--- src/design/message_throttle_coalescer_unit_macros.svh ---
// assertion macros for the message throttle coalescer
`ifndef MESSAGE_THROTTLE_COALESCER_UNIT_MACROS_SVH
`define MESSAGE_THROTTLE_COALESCER_UNIT_MACROS_SVH
`ifndef SYNTHESIS
// same-cycle implication, checked out of reset
`define MTC_ASSERT_IMP(label, clk, rst_n, ante, cons) \
	label: assert property (@(posedge clk) disable iff (!rst_n) (ante) |-> (cons)) \
		else $error("assertion failed");
// next-cycle implication, checked out of reset
`define MTC_ASSERT_NXT(label, clk, rst_n, ante, cons) \
	label: assert property (@(posedge clk) disable iff (!rst_n) (ante) |=> (cons)) \
		else $error("assertion failed");
`else
`define MTC_ASSERT_IMP(label, clk, rst_n, ante, cons)
`define MTC_ASSERT_NXT(label, clk, rst_n, ante, cons)
`endif
`endif

--- src/design/mtc_pkg.sv ---
// shared types and constants for the message throttle coalescer
package mtc_pkg;

	localparam int ELAPSED_BITS_DEF = 16;
	localparam int INTERVAL_W       = 16;
	localparam int APB_DATA_W       = 32;
	localparam int APB_ADDR_W       = 3;

	// register index, taken from paddr bit 2
	localparam logic REG_INTERVAL = 1'b0;

	// input beat kinds
	localparam logic [1:0] KIND_MSG   = 2'd0;
	localparam logic [1:0] KIND_TICK  = 2'd1;
	localparam logic [1:0] KIND_PURGE = 2'd2;

	typedef struct packed {
		logic [7:0]  mtype;
		logic [15:0] id;
		logic [15:0] dest;
		logic [31:0] handle;
	} msg_t;

	typedef struct packed {
		logic valid;
		logic held;
		msg_t msg;
	} res_t;

	typedef struct packed {
		logic                  wr;
		logic [INTERVAL_W-1:0] interval;
	} cfg_t;

endpackage

--- src/design/message_throttle_coalescer_unit.sv ---
// top level of the message throttle coalescer
//
//  channel   direction  handshake            payload
//  input     in         in_valid / in_stall  kind, msg_type, msg_id, msg_dest, msg_handle
//  output    out        out_valid/out_stall  out_type, out_id, out_dest, out_handle,
//                                            out_was_held
//  config    in         apb psel/penable     interval_ticks at byte address 0
//
// one beat per cycle while the input is not stalled: a beat is registered in the input
// stage, where the throttle decision and the state update happen, then its result (if
// any) lands in the output register, which drives out_valid
// reset clears the stage valids, the pending flag and the interval, and pins the
// elapsed counter at its max so the first message passes at once
// a stalled output only blocks the input stage when that stage has a result to hand over
module message_throttle_coalescer_unit #(
	parameter int ELAPSED_BITS = mtc_pkg::ELAPSED_BITS_DEF
) (
	input  logic                            clk,
	input  logic                            arst_n,
	// input channel
	input  logic                            in_valid,
	output logic                            in_stall,
	input  logic [1:0]                      kind,
	input  logic [7:0]                      msg_type,
	input  logic [15:0]                     msg_id,
	input  logic [15:0]                     msg_dest,
	input  logic [31:0]                     msg_handle,
	// output channel
	output logic                            out_valid,
	input  logic                            out_stall,
	output logic [7:0]                      out_type,
	output logic [15:0]                     out_id,
	output logic [15:0]                     out_dest,
	output logic [31:0]                     out_handle,
	output logic                            out_was_held,
	// configuration port
	input  logic                            psel,
	input  logic                            penable,
	input  logic                            pwrite,
	input  logic [mtc_pkg::APB_ADDR_W-1:0]  paddr,
	input  logic [mtc_pkg::APB_DATA_W-1:0]  pwdata,
	output logic [mtc_pkg::APB_DATA_W-1:0]  prdata,
	output logic                            pready
);
	import mtc_pkg::*;

	cfg_t cfg;
	msg_t in_msg;
	res_t res;
	logic adv;
	logic out_free;
	logic out_load;

	// output register state
	logic out_valid_q;
	logic out_held_q;
	msg_t out_msg_q;

	mtc_cfg u_cfg (
		.clk     (clk),
		.arst_n  (arst_n),
		.psel    (psel),
		.penable (penable),
		.pwrite  (pwrite),
		.paddr   (paddr),
		.pwdata  (pwdata),
		.prdata  (prdata),
		.pready  (pready),
		.cfg     (cfg)
	);

	assign in_msg.mtype  = msg_type;
	assign in_msg.id     = msg_id;
	assign in_msg.dest   = msg_dest;
	assign in_msg.handle = msg_handle;

	// the output register can take a new beat when empty or being drained
	assign out_free = !out_valid_q || !out_stall;

	mtc_core #(
		.ELAPSED_BITS (ELAPSED_BITS)
	) u_core (
		.clk      (clk),
		.arst_n   (arst_n),
		.in_valid (in_valid),
		.in_stall (in_stall),
		.kind     (kind),
		.in_msg   (in_msg),
		.cfg      (cfg),
		.out_free (out_free),
		.res      (res),
		.adv      (adv)
	);

	assign out_load = adv && res.valid;

	always_ff @(posedge clk or negedge arst_n) begin
		if (!arst_n) begin
			out_valid_q <= 1'b0;
		end else if (out_load) begin
			out_valid_q <= 1'b1;
		end else if (!out_stall) begin
			out_valid_q <= 1'b0;
		end
	end

	// payload only moves when a new result is loaded
	always_ff @(posedge clk) begin
		if (out_load) begin
			out_msg_q  <= res.msg;
			out_held_q <= res.held;
		end
	end

	assign out_valid    = out_valid_q;
	assign out_type     = out_msg_q.mtype;
	assign out_id       = out_msg_q.id;
	assign out_dest     = out_msg_q.dest;
	assign out_handle   = out_msg_q.handle;
	assign out_was_held = out_held_q;

endmodule

--- src/design/mtc_cfg.sv ---
// apb configuration register block
module mtc_cfg (
	input  logic                            clk,
	input  logic                            arst_n,
	input  logic                            psel,
	input  logic                            penable,
	input  logic                            pwrite,
	input  logic [mtc_pkg::APB_ADDR_W-1:0]  paddr,
	input  logic [mtc_pkg::APB_DATA_W-1:0]  pwdata,
	output logic [mtc_pkg::APB_DATA_W-1:0]  prdata,
	output logic                            pready,
	output mtc_pkg::cfg_t                   cfg
);
	import mtc_pkg::*;

	logic [INTERVAL_W-1:0] interval_q;
	logic                  reg_sel;
	logic                  wr_en;

	assign pready  = 1'b1;
	assign reg_sel = (paddr[APB_ADDR_W-1] == REG_INTERVAL);
	assign wr_en   = psel && penable && pwrite && pready && reg_sel;

	always_ff @(posedge clk or negedge arst_n) begin
		if (!arst_n) begin
			interval_q <= '0;
		end else if (wr_en) begin
			interval_q <= pwdata[INTERVAL_W-1:0];
		end
	end

	always_comb begin
		prdata = '0;
		if (reg_sel) begin
			prdata = APB_DATA_W'(interval_q);
		end
	end

	assign cfg.wr       = wr_en;
	assign cfg.interval = interval_q;

endmodule

--- src/design/mtc_core.sv ---
// input stage, throttle state and emit decision
`include "message_throttle_coalescer_unit_macros.svh"
module mtc_core #(
	parameter int ELAPSED_BITS = mtc_pkg::ELAPSED_BITS_DEF
) (
	input  logic          clk,
	input  logic          arst_n,
	input  logic          in_valid,
	output logic          in_stall,
	input  logic [1:0]    kind,
	input  mtc_pkg::msg_t in_msg,
	input  mtc_pkg::cfg_t cfg,
	input  logic          out_free,
	output mtc_pkg::res_t res,
	output logic          adv
);
	import mtc_pkg::*;

	localparam int CMP_W = (ELAPSED_BITS > INTERVAL_W) ? ELAPSED_BITS : INTERVAL_W;

	logic                    valid_s1;
	logic [1:0]              kind_s1;
	msg_t                    msg_s1;

	logic [ELAPSED_BITS-1:0] elapsed_q;
	logic [ELAPSED_BITS-1:0] elapsed_d;
	logic [ELAPSED_BITS-1:0] elapsed_inc;
	logic                    pend_valid_q;
	logic                    pend_valid_d;
	logic                    pend_load;
	msg_t                    pend_q;

	logic                    in_acc;
	logic                    ok_now;
	logic                    ok_inc;
	logic                    key_diff;

	assign in_acc   = in_valid && !in_stall;
	assign adv      = valid_s1 && (!res.valid || out_free);
	assign in_stall = valid_s1 && !adv;

	// interval elapsed, or counter pinned at its max
	assign ok_now = (CMP_W'(elapsed_q) >= CMP_W'(cfg.interval)) || (&elapsed_q);
	assign elapsed_inc = (&elapsed_q) ? elapsed_q : elapsed_q + ELAPSED_BITS'(1);
	assign ok_inc = (CMP_W'(elapsed_inc) >= CMP_W'(cfg.interval)) || (&elapsed_inc);

	assign key_diff = (pend_q.mtype != msg_s1.mtype) || (pend_q.id != msg_s1.id) ||
	                  (pend_q.dest != msg_s1.dest);

	always_comb begin
		res.valid    = 1'b0;
		res.held     = 1'b0;
		res.msg      = msg_s1;
		elapsed_d    = elapsed_q;
		pend_valid_d = pend_valid_q;
		pend_load    = 1'b0;
		if (valid_s1) begin
			case (kind_s1)
				KIND_MSG: begin
					if (cfg.interval == '0 || ok_now) begin
						res.valid = 1'b1;
						elapsed_d = '0;
					end else begin
						if (pend_valid_q && key_diff) begin
							res.valid = 1'b1;
							res.held  = 1'b1;
							res.msg   = pend_q;
							elapsed_d = '0;
						end
						pend_valid_d = 1'b1;
						pend_load    = 1'b1;
					end
				end
				KIND_TICK: begin
					elapsed_d = elapsed_inc;
					if (pend_valid_q && ok_inc) begin
						res.valid    = 1'b1;
						res.held     = 1'b1;
						res.msg      = pend_q;
						elapsed_d    = '0;
						pend_valid_d = 1'b0;
					end
				end
				KIND_PURGE: begin
					pend_valid_d = 1'b0;
				end
				default: begin
				end
			endcase
		end
	end

	always_ff @(posedge clk or negedge arst_n) begin
		if (!arst_n) begin
			valid_s1 <= 1'b0;
		end else if (in_acc) begin
			valid_s1 <= 1'b1;
		end else if (adv) begin
			valid_s1 <= 1'b0;
		end
	end

	always_ff @(posedge clk) begin
		if (in_acc) begin
			kind_s1 <= kind;
			msg_s1  <= in_msg;
		end
	end

	always_ff @(posedge clk or negedge arst_n) begin
		if (!arst_n) begin
			elapsed_q    <= '1;
			pend_valid_q <= 1'b0;
		end else begin
			if (cfg.wr) begin
				elapsed_q <= '1;
			end else if (adv) begin
				elapsed_q <= elapsed_d;
			end
			if (adv) begin
				pend_valid_q <= pend_valid_d;
			end
		end
	end

	always_ff @(posedge clk) begin
		if (adv && pend_load) begin
			pend_q <= msg_s1;
		end
	end

	// any emitted beat restarts the interval
	`MTC_ASSERT_NXT(a_emit_clears_count, clk, arst_n, adv && res.valid && !cfg.wr,
		elapsed_q == '0)
	// a blocked result keeps its item in the input stage
	`MTC_ASSERT_NXT(a_blocked_item_holds, clk, arst_n, valid_s1 && res.valid && !out_free,
		valid_s1 && $stable(msg_s1) && $stable(pend_valid_q))
	// purge always leaves the slot empty
	`MTC_ASSERT_NXT(a_purge_empties, clk, arst_n, adv && kind_s1 == KIND_PURGE,
		!pend_valid_q)
	// a held release needs a pending message
	`MTC_ASSERT_IMP(a_held_needs_pending, clk, arst_n, res.valid && res.held,
		pend_valid_q)

endmodule

--- config.mk ---
export PLATFORM = sky130hd
export DESIGN_NAME = message_throttle_coalescer_unit
export DESIGN_NICKNAME = d
export VERILOG_FILES = /design/src/design/mtc_pkg.sv /design/src/design/message_throttle_coalescer_unit.sv /design/src/design/mtc_cfg.sv /design/src/design/mtc_core.sv
export VERILOG_INCLUDE_DIRS = /design/src /design/src/design
export SDC_FILE = /design/constraint.sdc
export NUM_CORES = 1
export LEC_CHECK = 0
export BUFFER_PORTS_ARGS = -buffer_cell sky130_fd_sc_hd__buf_2
export CAP_MARGIN = 20
export CORE_AREA = 10 10 177 179
export DETAILED_ROUTE_END_ITERATION = 10
export DIE_AREA = 0 0 187 189
export GPL_ROUTABILITY_DRIVEN = 0
export GPL_TIMING_DRIVEN = 0
export HOLD_SLACK_MARGIN = 0.03
export SYNTH_ARGS = -nofsm -noshare
export SYNTH_HDL_FRONTEND = slang
export SYNTH_SLANG_ARGS = --single-unit
--- constraint.sdc ---
create_clock -name clk -period 15.59 [get_ports clk]
set_input_delay 1.559 -clock clk [delete_from_list [all_inputs] [get_ports clk]]
set_output_delay 1.559 -clock clk [all_outputs]
set_load 0.03 [all_outputs]
Word-level counts from Yosys, hierarchy flattened
Index checks and enable logic that the tools add are counted.
{"block": "classes", "addsub": 1, "order_cmp": 2, "n_eq_ne": 9, "mux": 25, "n_bitwise": 1, "n_reduce_logical": 33}
{"op": "2-to-1 mux 74 bit", "n": 3}
{"op": "one-hot mux 74 bit (2 select lines)", "n": 1}
{"op": "2-to-1 mux 16 bit", "n": 8}
{"op": "2-to-1 mux 73 bit", "n": 1}
{"op": "greater-or-equal comparator 16 bit", "n": 2}
{"op": "!= test 16 bit", "n": 2}
{"op": "one-hot mux 16 bit (2 select lines)", "n": 1}
{"op": "AND reduction 16 bit", "n": 2}
{"op": "adder 16 x 1 -> 16 bit, second input constant", "n": 1}
{"op": "logical NOT 16 bit", "n": 1}
{"op": "logical AND 1 bit", "n": 10}
{"op": "2-to-1 mux 1 bit", "n": 10}
{"op": "!= test 8 bit", "n": 1}
{"op": "logical OR 1 bit", "n": 7}
{"op": "nonzero test 2 bit", "n": 3}
{"op": "nonzero test 3 bit", "n": 2}
{"op": "logical NOT 1 bit", "n": 5}
{"op": "AND reduction 5 bit", "n": 1}
{"op": "!= test 2 x 1 -> 1 bit, second input constant", "n": 2}
{"op": "!= test 4 x 2 -> 1 bit, second input constant", "n": 1}
{"op": "AND reduction 4 bit", "n": 1}
{"op": "one-hot mux 1 bit (3 select lines)", "n": 1}
{"op": "== test 2 x 1 -> 1 bit, second input constant", "n": 1}
{"op": "== test 2 bit, second input constant", "n": 1}
{"op": "other kinds (3)", "n": 3}
{"block": "word_totals", "reg_bits": 254, "inputBits": 116, "out_inout_bits": 108, "word_cells": 90}

Longest topological paths before layout
Gate-level depths: netlist of the first run.
{"block": "depth", "word_depth": 16, "mapped_depth": 17, "depth_no_buf": 16}

Hierarchy
From an unflattened synthesis of the first run, not the netlist that was laid out.
{"block": "unflattened", "hier_cells": 701, "area_unflattened_um2": 11078.1}
{"module": "mtc_core", "instances": 1, "cells_per_inst": 552, "area_per_inst_um2": 7935.1, "seq_area_each_um2": 4854.7}
{"module": "message_throttle_coalescer_unit", "instances": 1, "cells_per_inst": 77, "area_per_inst_um2": 2235.9, "seq_area_each_um2": 2217.1}
{"module": "mtc_cfg", "instances": 1, "cells_per_inst": 72, "area_per_inst_um2": 907.1, "seq_area_each_um2": 400.4}

Least setup slack after synthesis of the first run
No wires, ideal clock.
{"block": "synth_path", "path_type": "register to register", "startpoint": "reg u_core.elapsed_q[1]", "endpoint": "reg u_core.pend_q[0] (netlist bit) (enable)", "setup_ns": 0.591, "t_arrival_ns": 8.726, "required_time_ns": 14.999, "slack_ns": 6.273, "path_stages_with_launch": 17, "n_path_buf": 0, "synth_period_minus_slack_ns": 9.317, "cell_sequence": "dfstp_2 -> ha_1 -> nand4_2 -> nor4_2 -> or3_1 -> nor2_1 -> xor2_1 -> ha_1 -> a21o_1 -> a21o_1 -> a2111oi_0 -> o21ai_0 -> a21oi_1 -> o21ai_2 -> a21oi_1 -> nor3_1 -> nor3_1"}
{"block": "synth_between", "elab_chain_cells": 12, "elab_cells_between_ends": 21, "cone_classes": "1 x add/sub; 2 x order compare; 8 x mux; 10 x reduce/logical"}
{"item": "start: declaration", "line_no": "mtc_core.sv:25", "source": "logic [ELAPSED_BITS-1:0] elapsed_q;"}
{"item": "start signal: assignment", "line_no": "mtc_core.sv:118", "source": "elapsed_q <= elapsed_d;"}
{"item": "adder 16 x 1 -> 16 bit or AND reduction 16 bit (tied branches)", "line_no": "mtc_core.sv:44, mtc_core.sv:43"}
{"item": "2-to-1 mux 16 bit", "line_no": "mtc_core.sv:44", "source": "assign elapsed_inc = (&elapsed_q) ? elapsed_q : elapsed_q + ELAPSED_BITS'(1);"}
{"item": "greater-or-equal comparator 16 bit or AND reduction 16 bit (tied branches)", "line_no": "mtc_core.sv:45", "source": "assign ok_inc = (CMP_W'(elapsed_inc) >= CMP_W'(cfg.interval)) || (&elapsed_inc);"}
{"item": "logical OR 1 bit", "line_no": "mtc_core.sv:45"}
{"item": "logical AND 1 bit", "line_no": "mtc_core.sv:76", "source": "if (pend_valid_q && ok_inc) begin"}
{"item": "2-to-1 mux 74 bit", "line_no": "mtc_core.sv:76"}
{"item": "one-hot mux 74 bit (2 select lines)", "line_no": "mtc_core.sv:58", "source": "case (kind_s1)"}
{"item": "2-to-1 mux 74 bit", "line_no": "mtc_core.sv:57", "source": "if (valid_s1) begin"}
{"item": "logical NOT 1 bit", "line_no": "mtc_core.sv:39", "source": "assign adv = valid_s1 && (!res.valid || out_free);"}
{"item": "logical OR 1 bit", "line_no": "mtc_core.sv:39"}
{"item": "logical AND 1 bit", "line_no": "mtc_core.sv:39"}
{"item": "logical AND 1 bit (*)", "line_no": "mtc_core.sv:127", "source": "if (adv && pend_load) begin"}
{"item": "end signal: assignment", "line_no": "mtc_core.sv:128", "source": "pend_q <= msg_s1;"}
{"item": "end: declaration", "line_no": "mtc_core.sv:31", "source": "msg_t pend_q;"}
Every way passes the cells marked *; elsewhere a longest branch is shown, timed or not.
A chain may end at the register's enable or synchronous reset.

Worst setup path in the final report of the first run
{"block": "layout_path", "startpoint": "reg u_core.elapsed_q[1]", "endpoint": "out in_stall"}
{"block": "layout_between", "elab_chain_cells": 13, "elab_cells_between_ends": 19, "cone_classes": "1 x add/sub; 2 x order compare; 5 x mux; 11 x reduce/logical"}
{"item": "adder 16 x 1 -> 16 bit or AND reduction 16 bit (tied branches)", "line_no": "mtc_core.sv:44, mtc_core.sv:43"}
{"item": "2-to-1 mux 16 bit", "line_no": "mtc_core.sv:44"}
{"item": "greater-or-equal comparator 16 bit or AND reduction 16 bit (tied branches)", "line_no": "mtc_core.sv:45"}
{"item": "logical OR 1 bit", "line_no": "mtc_core.sv:45"}
{"item": "logical AND 1 bit", "line_no": "mtc_core.sv:76"}
{"item": "2-to-1 mux 74 bit", "line_no": "mtc_core.sv:76"}
{"item": "one-hot mux 74 bit (2 select lines) (*)", "line_no": "mtc_core.sv:58"}
{"item": "2-to-1 mux 74 bit (*)", "line_no": "mtc_core.sv:57"}
{"item": "logical NOT 1 bit (*)", "line_no": "mtc_core.sv:39"}
{"item": "logical OR 1 bit (*)", "line_no": "mtc_core.sv:39"}
{"item": "logical AND 1 bit (*)", "line_no": "mtc_core.sv:39"}
{"item": "logical NOT 1 bit (*)", "line_no": "mtc_core.sv:40", "source": "assign in_stall = valid_s1 && !adv;"}
{"item": "logical AND 1 bit (*)", "line_no": "mtc_core.sv:40"}
{"item": "end: declaration", "line_no": "message_throttle_coalescer_unit.sv:22", "source": "output logic in_stall,"}
Marked as above.

==> results.cfg, run 1 <==
[outcome]
status = finished clean

[worst_setup_path]
critical-path-slowest-cell = nor4_2
cp.required_ps = 14030
startpoint_type = register
cpPeakStageDelay_ps = 840
crit_family = simple AND/OR/NAND/NOR gates
r2r_cells = 20
worst-endpoint-arrival_ps = 5390
r2r_slack_ps = 9510
crit_fanout = 8
crit_path_cell_trace = ha_1, nand4_2, nor4_2, or3_1, nor2_1, xor2_1, ha_1, a21o_1, a21o_1, a2111oi_0, o21ai_0, a21oi_1, o21ai_2, a21oi_1, nor3_1, buf_2
r2r-end = u_core.pend_q[47]
worstSetupPathType = reg -> out
crit_buf_inv = 1
worstSetupEndpointType = primary output
timing.rr.start = u_core.elapsed_q[1]

[synth]
yosysWarnings = 0
ys_seq_area_share_pct = 68.3
synth_cell_types = 59
synth-seq-cells = 254
synthFlopType = edfxtp_1
synthCells = 745
async_flop_share_pct = 13.8
synthesis.area_mm2 = 0.0109
synth_edf_count = 219
avgSynthCellArea_um2 = 14.7

[floorplan]
design.portCount = 224
die_w_um = 187
core_mm2 = 0.0276
start_util_pct = 39.6
dieArea_mm2 = 0.0353
die_y_um = 189
rows = 61

[sta]
finalHoldViolCount = 0
setup_viol = 0
maxSlewViolCount = 0
fmax_ghz = 0.144
rsz0062_at_grt = false
tns_ps = 0
post-route-min-period_ps = 6950
worst_slew_pin_slew_ps = 876
layout_setup_ws_ps = 8640
fin_skew_ps = 42.3
max_slew_margin_pct = 41.1
post-route-period-util_pct = 44.6

[global_route]
antenna_found_initial = 3
grt_start_max_net_pins = 36
gr-usage-all-layers_pct = 14.9
grt_pass1_vias = 7327
overflow = 0
grt_pass1_wl_mm = 42.0

[drt]
final_antenna_net_count = 0
wl_per_cell_um = 19.4
dr.pass1.iters = 5
drcViolationCount = 0
post_drt_via_cell_ratio = 4.99
drt_iter0_markers = 403
routed_wirelength_mm = 26.9
vias = 6947

[layout]
synthToLayoutAreaGrowth_pct = 23.5
layout-drive-gt1-share_pct = 30.2
final_area_mm2 = 0.0135
layout_commonest_cell = edfxtp_1
final_util_pct = 49.0
fin_nets = 1141
final_cell_mix = edfxtp_1, buf_2, a22o_1

[clock_network]
cts-root-buf = clkbuf_16
cts_tree = built
cts_buffer_depth = 3
ctsResizeCount = 0
clkSinkCount = 254
path_clk_slew_ps = 60
hold_buffers = 0
postCtsSetupBuffers = 0
htree_num_levels = 1
cts_made_buffers = 28
clk_latency_ps = 560

[flow_run]
drv_cap = 0

[worst_hold_path]
hold_class = reg -> reg
hold_start = u_core.msg_s1[0]
hold_end = u_core.pend_q[0]
min_path_cells = 0

[placement]
port_buffers = 187
hpwl_mm = 19.7
post-place-ws_ps = 9230
placed_area_mm2 = 0.0126

[power_and_ir_drop]
peakVddDrop_mv = 0.0910
powerDensity_mw_per_mm2 = 149
finalPower_mw = 2.01
p_leak_nw = 5.27
## Yosys cell counts, types with 8 or more instances
master,n,share of area (%)
nand4_1,19,1.1
dfrtp_1,19,4.3
nor4_1,13,0.74
o21ai_0,27,1.2
buf_4,17,1.2
edfxtp_1,219,60
clkbuf_1,14,0.48
nand3_1,10,0.46
ha_1,36,4.1
a21oi_1,16,0.73
dfstp_2,16,3.8
inv_1,28,0.96
xor2_1,9,0.72
nor2_1,30,1.0
xnor2_1,36,2.9
nand2_1,46,1.6
buf_6,8,0.82
a22o_1,72,5.8
mux2i_1,12,1.1
## per-layer routing
layer	GRT usage (%)	wire length, um	vias to the layer above
met1	19.3	11800	3346
li1	-	-	3335
met5	0	0	-
met3	3.64	1790	30
met4	4.28	564	0
met2	24.3	12800	236
## registers in the layout, summed over array words and instances, names as in the netlist
signal,count
out_handle,32
u_core.pend_valid_q,1
out_dest,16
out_id,16
out_valid,1
u_core.pend_q,72
u_core.msg_s1,72
out_type,8
u_core.kind_s1,2
out_was_held,1
u_core.valid_s1,1
u_core.elapsed_q,16
u_cfg.interval_q,16
## where the power goes
group	total, mW	switching [mW]	internal, mW	leakage, nW
combinational	0.473	0.295	0.178	2.39
sequential	0.908	0.0580	0.850	2.45
clock	0.630	0.266	0.364	0.429
total	2.01	0.619	1.39	5.27
## stage by stage
| stage | hold WS [ps] | instances |
|---|---|---|
| 2_1_floorplan | 427 | 760 |
| 5_1_grt | 458 | 1390 |
| 4_1_cts | 456 | 1388 |
| 3_5_place_dp | 435 | 1337 |
| 6_report | 450 | 1391 |
| 3_3_place_gp | 437 | 1325 |
## how the worst max path moves through the flow
stage / slack (ps) / end / depth (start not counted) / start
floorplan: 6270 / u_core.pend_q[0] / 16 / u_core.elapsed_q[1]
global placement: 2520 / u_core.pend_q[6] / 16 / u_core.elapsed_q[1]
detailed placement: 9230 / in_stall / 16 / u_core.elapsed_q[1]
CTS: 8650 / in_stall / 16 / u_core.elapsed_q[1]
global route: 8220 / in_stall / 16 / u_core.elapsed_q[1]
finish: 8640 / in_stall / 16 / u_core.elapsed_q[1]
## worst register-to-register path: cells and delay by family (launching register included)
| family | cells | cell delay (ps) |
|---|---|---|
| AO/OA/AOI/OAI | 7 | 1520 |
| XOR/XNOR | 1 | 230 |
| adder cells (fa/ha/maj) | 2 | 630 |
| buffers and inverters | 4 | 720 |
| flip-flops | 1 | 600 |
| AND/OR/NAND/NOR | 6 | 2120 |
## cell type report
class / instances / area [um^2]
multi-input cells: 428 / 3130
flip-flops and latches: 254 / 7470
plain buffers: 49 / 319
diodes: 3 / 7.51
clock inverters: 18 / 168
inverters: 29 / 109
clock buffers: 33 / 719
well taps: 378 / 473
repair buffers: 199 / 1130
fillers: 2470 / 14100
## kinds of logic after synthesis
family | count (synthesis) | share of synthesized area [%]
compound gates | 163 | 11.6
buf+inv | 78 | 3.91
fa+ha+maj | 36 | 4.11
simple gates | 154 | 7.30
xor+xnor | 45 | 3.60
flops | 254 | 68.3
other cells | 2 | 0.0686
mux | 13 | 1.20
(Power assumes the default switching activity.)
==> run 2: changes to the inputs <==
==> constraint.sdc (replaced) <==
create_clock -name clk -period 5.75 [get_ports clk]
set_input_delay 0.575 -clock clk [delete_from_list [all_inputs] [get_ports clk]]
set_output_delay 0.575 -clock clk [all_outputs]
set_load 0.03 [all_outputs]
==> run 2 against run 1 <==
Global-route usage fell by 0.24 points. Hold slack worse by 300 ps. Final area is 0.60% higher. Die area is the same. Sequential power rose to 2.7 times the previous value. Power grew to 2.8 times the previous value. Register-to-register slack lost 9000 ps. Critical path depth rose by 1. Via count up 0.91%.
==> results.cfg, run 2 (synthesis results as in run 1) <==
[outcome]
status = finished clean

[drt]
vias = 7010
dr.pass1.iters = 5
post_drt_via_cell_ratio = 5.04
drt_iter0_markers = 498
drcViolationCount = 0
wl_per_cell_um = 19.6
final_antenna_net_count = 0
routed_wirelength_mm = 27.3

[global_route]
grt_start_max_net_pins = 36
grt_pass1_vias = 7153
grtUsageMet1_pct = 18.5
antenna_found_initial = 3
gr-usage-all-layers_pct = 14.7
gr-usage-met3_pct = 3.82
top_usage_layer = met2
overflow = 0
gr-usage-met2_pct = 24.6
grt_pass1_wl_mm = 41.4

[sta]
post-route-period-util_pct = 94.1
fmax_ghz = 0.185
finalHoldViolCount = 0
post-route-min-period_ps = 5410
layout_setup_ws_ps = 340
max_slew_margin_pct = 43.4
setup_viol = 0
rsz0062_at_grt = false
holdWs_ps = 151
worst_slew_pin_slew_ps = 850
maxSlewViolCount = 0
fin_skew_ps = 16.4

[layout]
fillers = 2460
layout-drive-gt1-share_pct = 30.6
fin_nets = 1141
final_util_pct = 49.2
final_cell_mix = edfxtp_1, buf_2, a22o_1
layout_commonest_cell = edfxtp_1
final_area_mm2 = 0.0136
synthToLayoutAreaGrowth_pct = 24.3

[power_and_ir_drop]
switching_power_mw = 1.70
comb_power_share_pct = 23.7
peakVddDrop_mv = 0.301
p_sw_share_pct = 30.7
finalPower_mw = 5.54
p_seq_share_pct = 44.4
p_int_mw = 3.84
pwr-share-clk_pct = 31.9
powerDensity_mw_per_mm2 = 407
p_leak_nw = 5.30

[floorplan]
die_w_um = 187
die_y_um = 189
design.portCount = 224
dieArea_mm2 = 0.0353
start_util_pct = 39.6
rows = 61
core_mm2 = 0.0276

[worst_setup_path]
timing.rr.start = u_core.elapsed_q[1]
crit_cells = 17
crit_buf_inv = 2
worst-endpoint-arrival_ps = 4830
r2r_slack_ps = 560
cpPeakStageDelay_ps = 610
crit_path_cell_trace = ha_2, nand4_4, nor4_4, buf_4, or3_1, nor2_1, xor2_1, ha_1, a21o_1, a21o_1, a2111oi_0, o21ai_0, a21oi_2, o21ai_2, a21oi_1, nor3_2, buf_2
worstSetupEndpointType = primary output
cp.required_ps = 5180
cp_common_cell = a21o_1
crit_family = compound AO/OA/AOI/OAI gates
worstSetupPathType = reg -> out
critical_path.startpoint = u_core.elapsed_q[1]
startpoint_type = register
crit_fanout = 8
r2r_cells = 18
critical-path-slowest-cell = dfstp_2

[clock_network]
cts_buffer_depth = 3
cts-root-buf = clkbuf_16
htree_num_levels = 1
cts_made_buffers = 27
clkSinkCount = 254
clk_latency_ps = 550
hold_buffers = 0
cts_tree = built
path_clk_slew_ps = 60

[flow_run]
drv_cap = 0

[placement]
hpwl_mm = 19.7
post-place-ws_ps = -252
port_buffers = 187
placed_area_mm2 = 0.0127

[worst_hold_path]
hold_class = in -> async
run 2: worst paths after layout:
check                                             to
worst max-delay path                        in_stall
worst min-delay path            u_cfg.interval_q[15]
worst max register to register     u_core.msg_s1[10]
worst min register to register     u_core.pend_q[29]
max in group asynchronous        u_core.pend_valid_q
min in group clk                   u_core.msg_s1[37]
run 2: power by group through the flow:
| stage | Clock [mW] | Combinational [mW] | Sequential [mW] |
|---|---|---|---|
| finish | 1.77 | 1.31 | 2.46 |
| global route | 1.89 | 1.46 | 2.49 |
| CTS | 1.81 | 1.31 | 2.46 |
| detailed placement | 0 | 1.30 | 2.49 |
| global placement | 0 | 1.24 | 2.51 |
| floorplan | 0 | 0.784 | 2.57 |
run 2: cell type report:
class | instances | area [um^2] | share of cell area (%)
Clock inverter | 20 | 213 | 1.56
Buffer | 49 | 319 | 2.34
Multi-Input combinational cell | 428 | 3160 | 23.2
Antenna cell | 2 | 5.00 | 0.0368
Tap cell | 378 | 473 | 3.48
Clock buffer | 30 | 687 | 5.05
Inverter | 29 | 109 | 0.800
Sequential cell | 254 | 7470 | 54.9
Timing Repair Buffer | 200 | 1170 | 8.57
run 2: worst register-to-register path: stages (launching register included):
cell and delay (ps):
dfstp_2 610, ha_2 310, nand4_4 190, nor4_4 240, buf_4 200, or3_1 200
nor2_1 100, xor2_1 250, ha_1 290, a21o_1 180, a21o_1 170, a2111oi_0 460
o21ai_0 170, a21oi_2 240, o21ai_2 130, a21oi_1 220, nor3_2 120, nor2b_4 500
buf_12 290
run 2: repair_timing:
| action | in CTS | in global routing |
|---|---|---|
| resized for setup | 0 | 4 |
| pin swaps | 1 | 2 |
| setup endpoints to repair | 36 | 123 |
| buffers inserted | 1 | 3 |
run 2: through the flow:
stage	setup TNS, ps	cells
floorplan	0	760
global placement	-299550	1325
detailed placement	-6260	1334
CTS	0	1385
global route	0	1388
finish	0	1390
run 2: layer usage:
layer / share of wire (%) / up-vias
met5: 0.048 / -
li1: - / 3336
met4: 2.1 / 2
met1: 44 / 3385
met2: 47 / 250
met3: 6.8 / 37
==> run 3: changes to the inputs <==
--- a/config.mk
+++ b/config.mk
@@ -14,6 +14,7 @@
 export GPL_ROUTABILITY_DRIVEN = 0
 export GPL_TIMING_DRIVEN = 0
 export HOLD_SLACK_MARGIN = 0.03
+export RECOVER_POWER = 50
 export SYNTH_ARGS = -nofsm -noshare
 export SYNTH_HDL_FRONTEND = slang
 export SYNTH_SLANG_ARGS = --single-unit
==> run 3 against run 2 <==
The flow now finishes with violations (capacitance limit, slew limit). Clock-buffer cell count stayed put. Die area stayed put. Sequential share of layout area is 0.58 points higher. Utilization is 0.52 points lower. Via count is 0.26% higher. Register-to-register slack worse by 170 ps. Critical endpoint unchanged. Largest cell class unchanged.
==> results.cfg, run 3 (synthesis results as in run 1) <==
[global_route]
antenna_found_initial = 3
gr-usage-all-layers_pct = 14.7
grt_start_max_net_pins = 36
overflow = 0
grt_pass1_wl_mm = 41.4
grt_pass1_vias = 7153

[drt]
drt_iter0_markers = 434
routed_wirelength_mm = 27.3
dr.pass1.iters = 5
drcViolationCount = 0
post_drt_via_cell_ratio = 5.06
final_antenna_net_count = 0
wl_per_cell_um = 19.7
vias = 7028

[power_and_ir_drop]
peakVddDrop_mv = 0.300
p_int_mw = 3.82
pwr-share-clk_pct = 32.0
comb_power_share_pct = 23.4
p_sw_share_pct = 30.9
switching_power_mw = 1.70
p_seq_share_pct = 44.6
powerDensity_mw_per_mm2 = 410
p_leak_nw = 5.01

[floorplan]
rows = 61
core_mm2 = 0.0276
start_util_pct = 39.6
die_y_um = 189
die_w_um = 187
design.portCount = 224
dieArea_mm2 = 0.0353

[sta]
fmax_ghz = 0.185
setup_viol = 0
post-route-min-period_ps = 5390
post-route-period-util_pct = 93.8
finalHoldViolCount = 0
worst_slew_pin_slew_ps = 2030
max_slew_margin_pct = -35.1
fin_skew_ps = 16.2
rsz0062_at_grt = false
maxSlewViolCount = 36

[worst_setup_path]
crit_path_cell_trace = ha_2, nand4_4, nor4_4, buf_4, or3_1, nor2_1, xor2_1, ha_1, a21o_1, a21o_1, a2111oi_0, o21ai_0, a21oi_2, o21ai_2, a21oi_1, nor3_2, buf_2
worst-endpoint-arrival_ps = 4820
critical-path-slowest-cell = dfstp_2
cp.required_ps = 5180
worstSetupEndpointType = primary output
r2r_cells = 20
worstSetupPathType = reg -> out
cp_common_cell = a21o_1
crit_fanout = 8
startpoint_type = register
cpPeakStageDelay_ps = 610

[clock_network]
cts-root-buf = clkbuf_16
cts_buffer_depth = 3
htree_num_levels = 1
clkSinkCount = 254
path_clk_slew_ps = 70
cts_tree = built
clk_latency_ps = 550
cts_made_buffers = 27
hold_buffers = 0

[outcome]
failed_checks = capacitance limit, slew limit
status = finished with violations

[layout]
final_util_pct = 48.7
final_cells = 1390
synthToLayoutAreaGrowth_pct = 23.0
layout-drive-gt1-share_pct = 20.7
final_cell_mix = edfxtp_1, clkbuf_1, buf_2
layout_commonest_cell = edfxtp_1
fin_nets = 1141

[placement]
hpwl_mm = 19.7
port_buffers = 187
numPlacedInstances = 1334

[flow_run]
drv_cap = 1

[worst_hold_path]
min_path_cells = 1
hold_class = in -> reg
==> run 3: changes by cell type in the layout (fill, tap and decap cells not counted) <==
cell / before / now
a21oi_4: 2 / 0
buf_2: 194 / 95
clkbuf_1: 17 / 116
a21oi_1: 14 / 15
a21oi_2: 1 / 2
==> run 3: worst max-delay path: cells and delay by family, from the launching register on <==
family                   cells  cell delay [ps]
AO/OA/AOI/OAI                7             1570
XOR/XNOR                     1              250
flip-flops                   1              610
buffers and inverters        2              410
adder cells (fa/ha/maj)      2              590
AND/OR/NAND/NOR              5              840
==> run 3: timing repair <==
action	in CTS	in global routing
endpoints found under the hold margin	0	0
pin swaps	1	2
buffers inserted	1	3
setup endpoints to repair	36	123
gates resized for setup	0	4
==> run 3: cell type report <==
type,instances,area [um^2]
clock buffers,30,687
well taps,378,473
multi-input cells,428,3140
clock inverters,20,213
diodes,2,5.00
fillers,2508,14200
repair buffers,200,1040
flip-flops and latches,254,7470
plain buffers,49,319
inverters,29,109
==> run 3: power groups by stage <==
stage | Sequential, mW | Clock (mW) | Combinational (mW)
floorplan | 2.57 | 0 | 0.784
global route | 2.49 | 1.89 | 1.43
global placement | 2.51 | 0 | 1.24
detailed placement | 2.49 | 0 | 1.30
finish | 2.46 | 1.77 | 1.29
CTS | 2.46 | 1.81 | 1.31
==> run 3: final timing paths <==
kind                                startpoint              endpoint  slack, ps
setup / recovery           u_core.elapsed_q[1]              in_stall        360
hold / removal                     msg_dest[5]     u_core.msg_s1[37]        200
hold reg to reg              u_core.msg_s1[29]     u_core.pend_q[29]        450
setup reg to reg           u_core.elapsed_q[1]             out_id[5]        390
min in group asynchronous               arst_n  u_cfg.interval_q[15]        620
max in group asynchronous               arst_n   u_core.pend_valid_q       3980
==> run 3: layer usage <==
metal  vias to the layer above  wire [um]  track usage, %  part of all wire, %
met3                        41       1920            3.82                  7.0
met2                       252      12800            24.6                   47
met1                      3394      11900            18.5                   44
met5                         -         13               0                0.048
met4                         2        638            3.66                  2.3
li1                       3339          -               -                    -
==> run 3: through the flow <==
| stage | cell area [um^2] | total power, mW | worst slack (ps) | setup TNS, ps | hold slack (ps) |
|---|---|---|---|---|---|
| finish | 13500 | 5.52 | 356 | 0 | 199 |
| detailed placement | 12700 | 3.80 | -252 | -6260 | 436 |
| floorplan | 11000 | 3.36 | 7.76 | 0 | 279 |
| global route | 13500 | 5.81 | 14.9 | 0 | 177 |
| global placement | 12400 | 3.74 | -1720 | -299550 | 432 |
| CTS | 13600 | 5.59 | 3.52 | 0 | 156 |
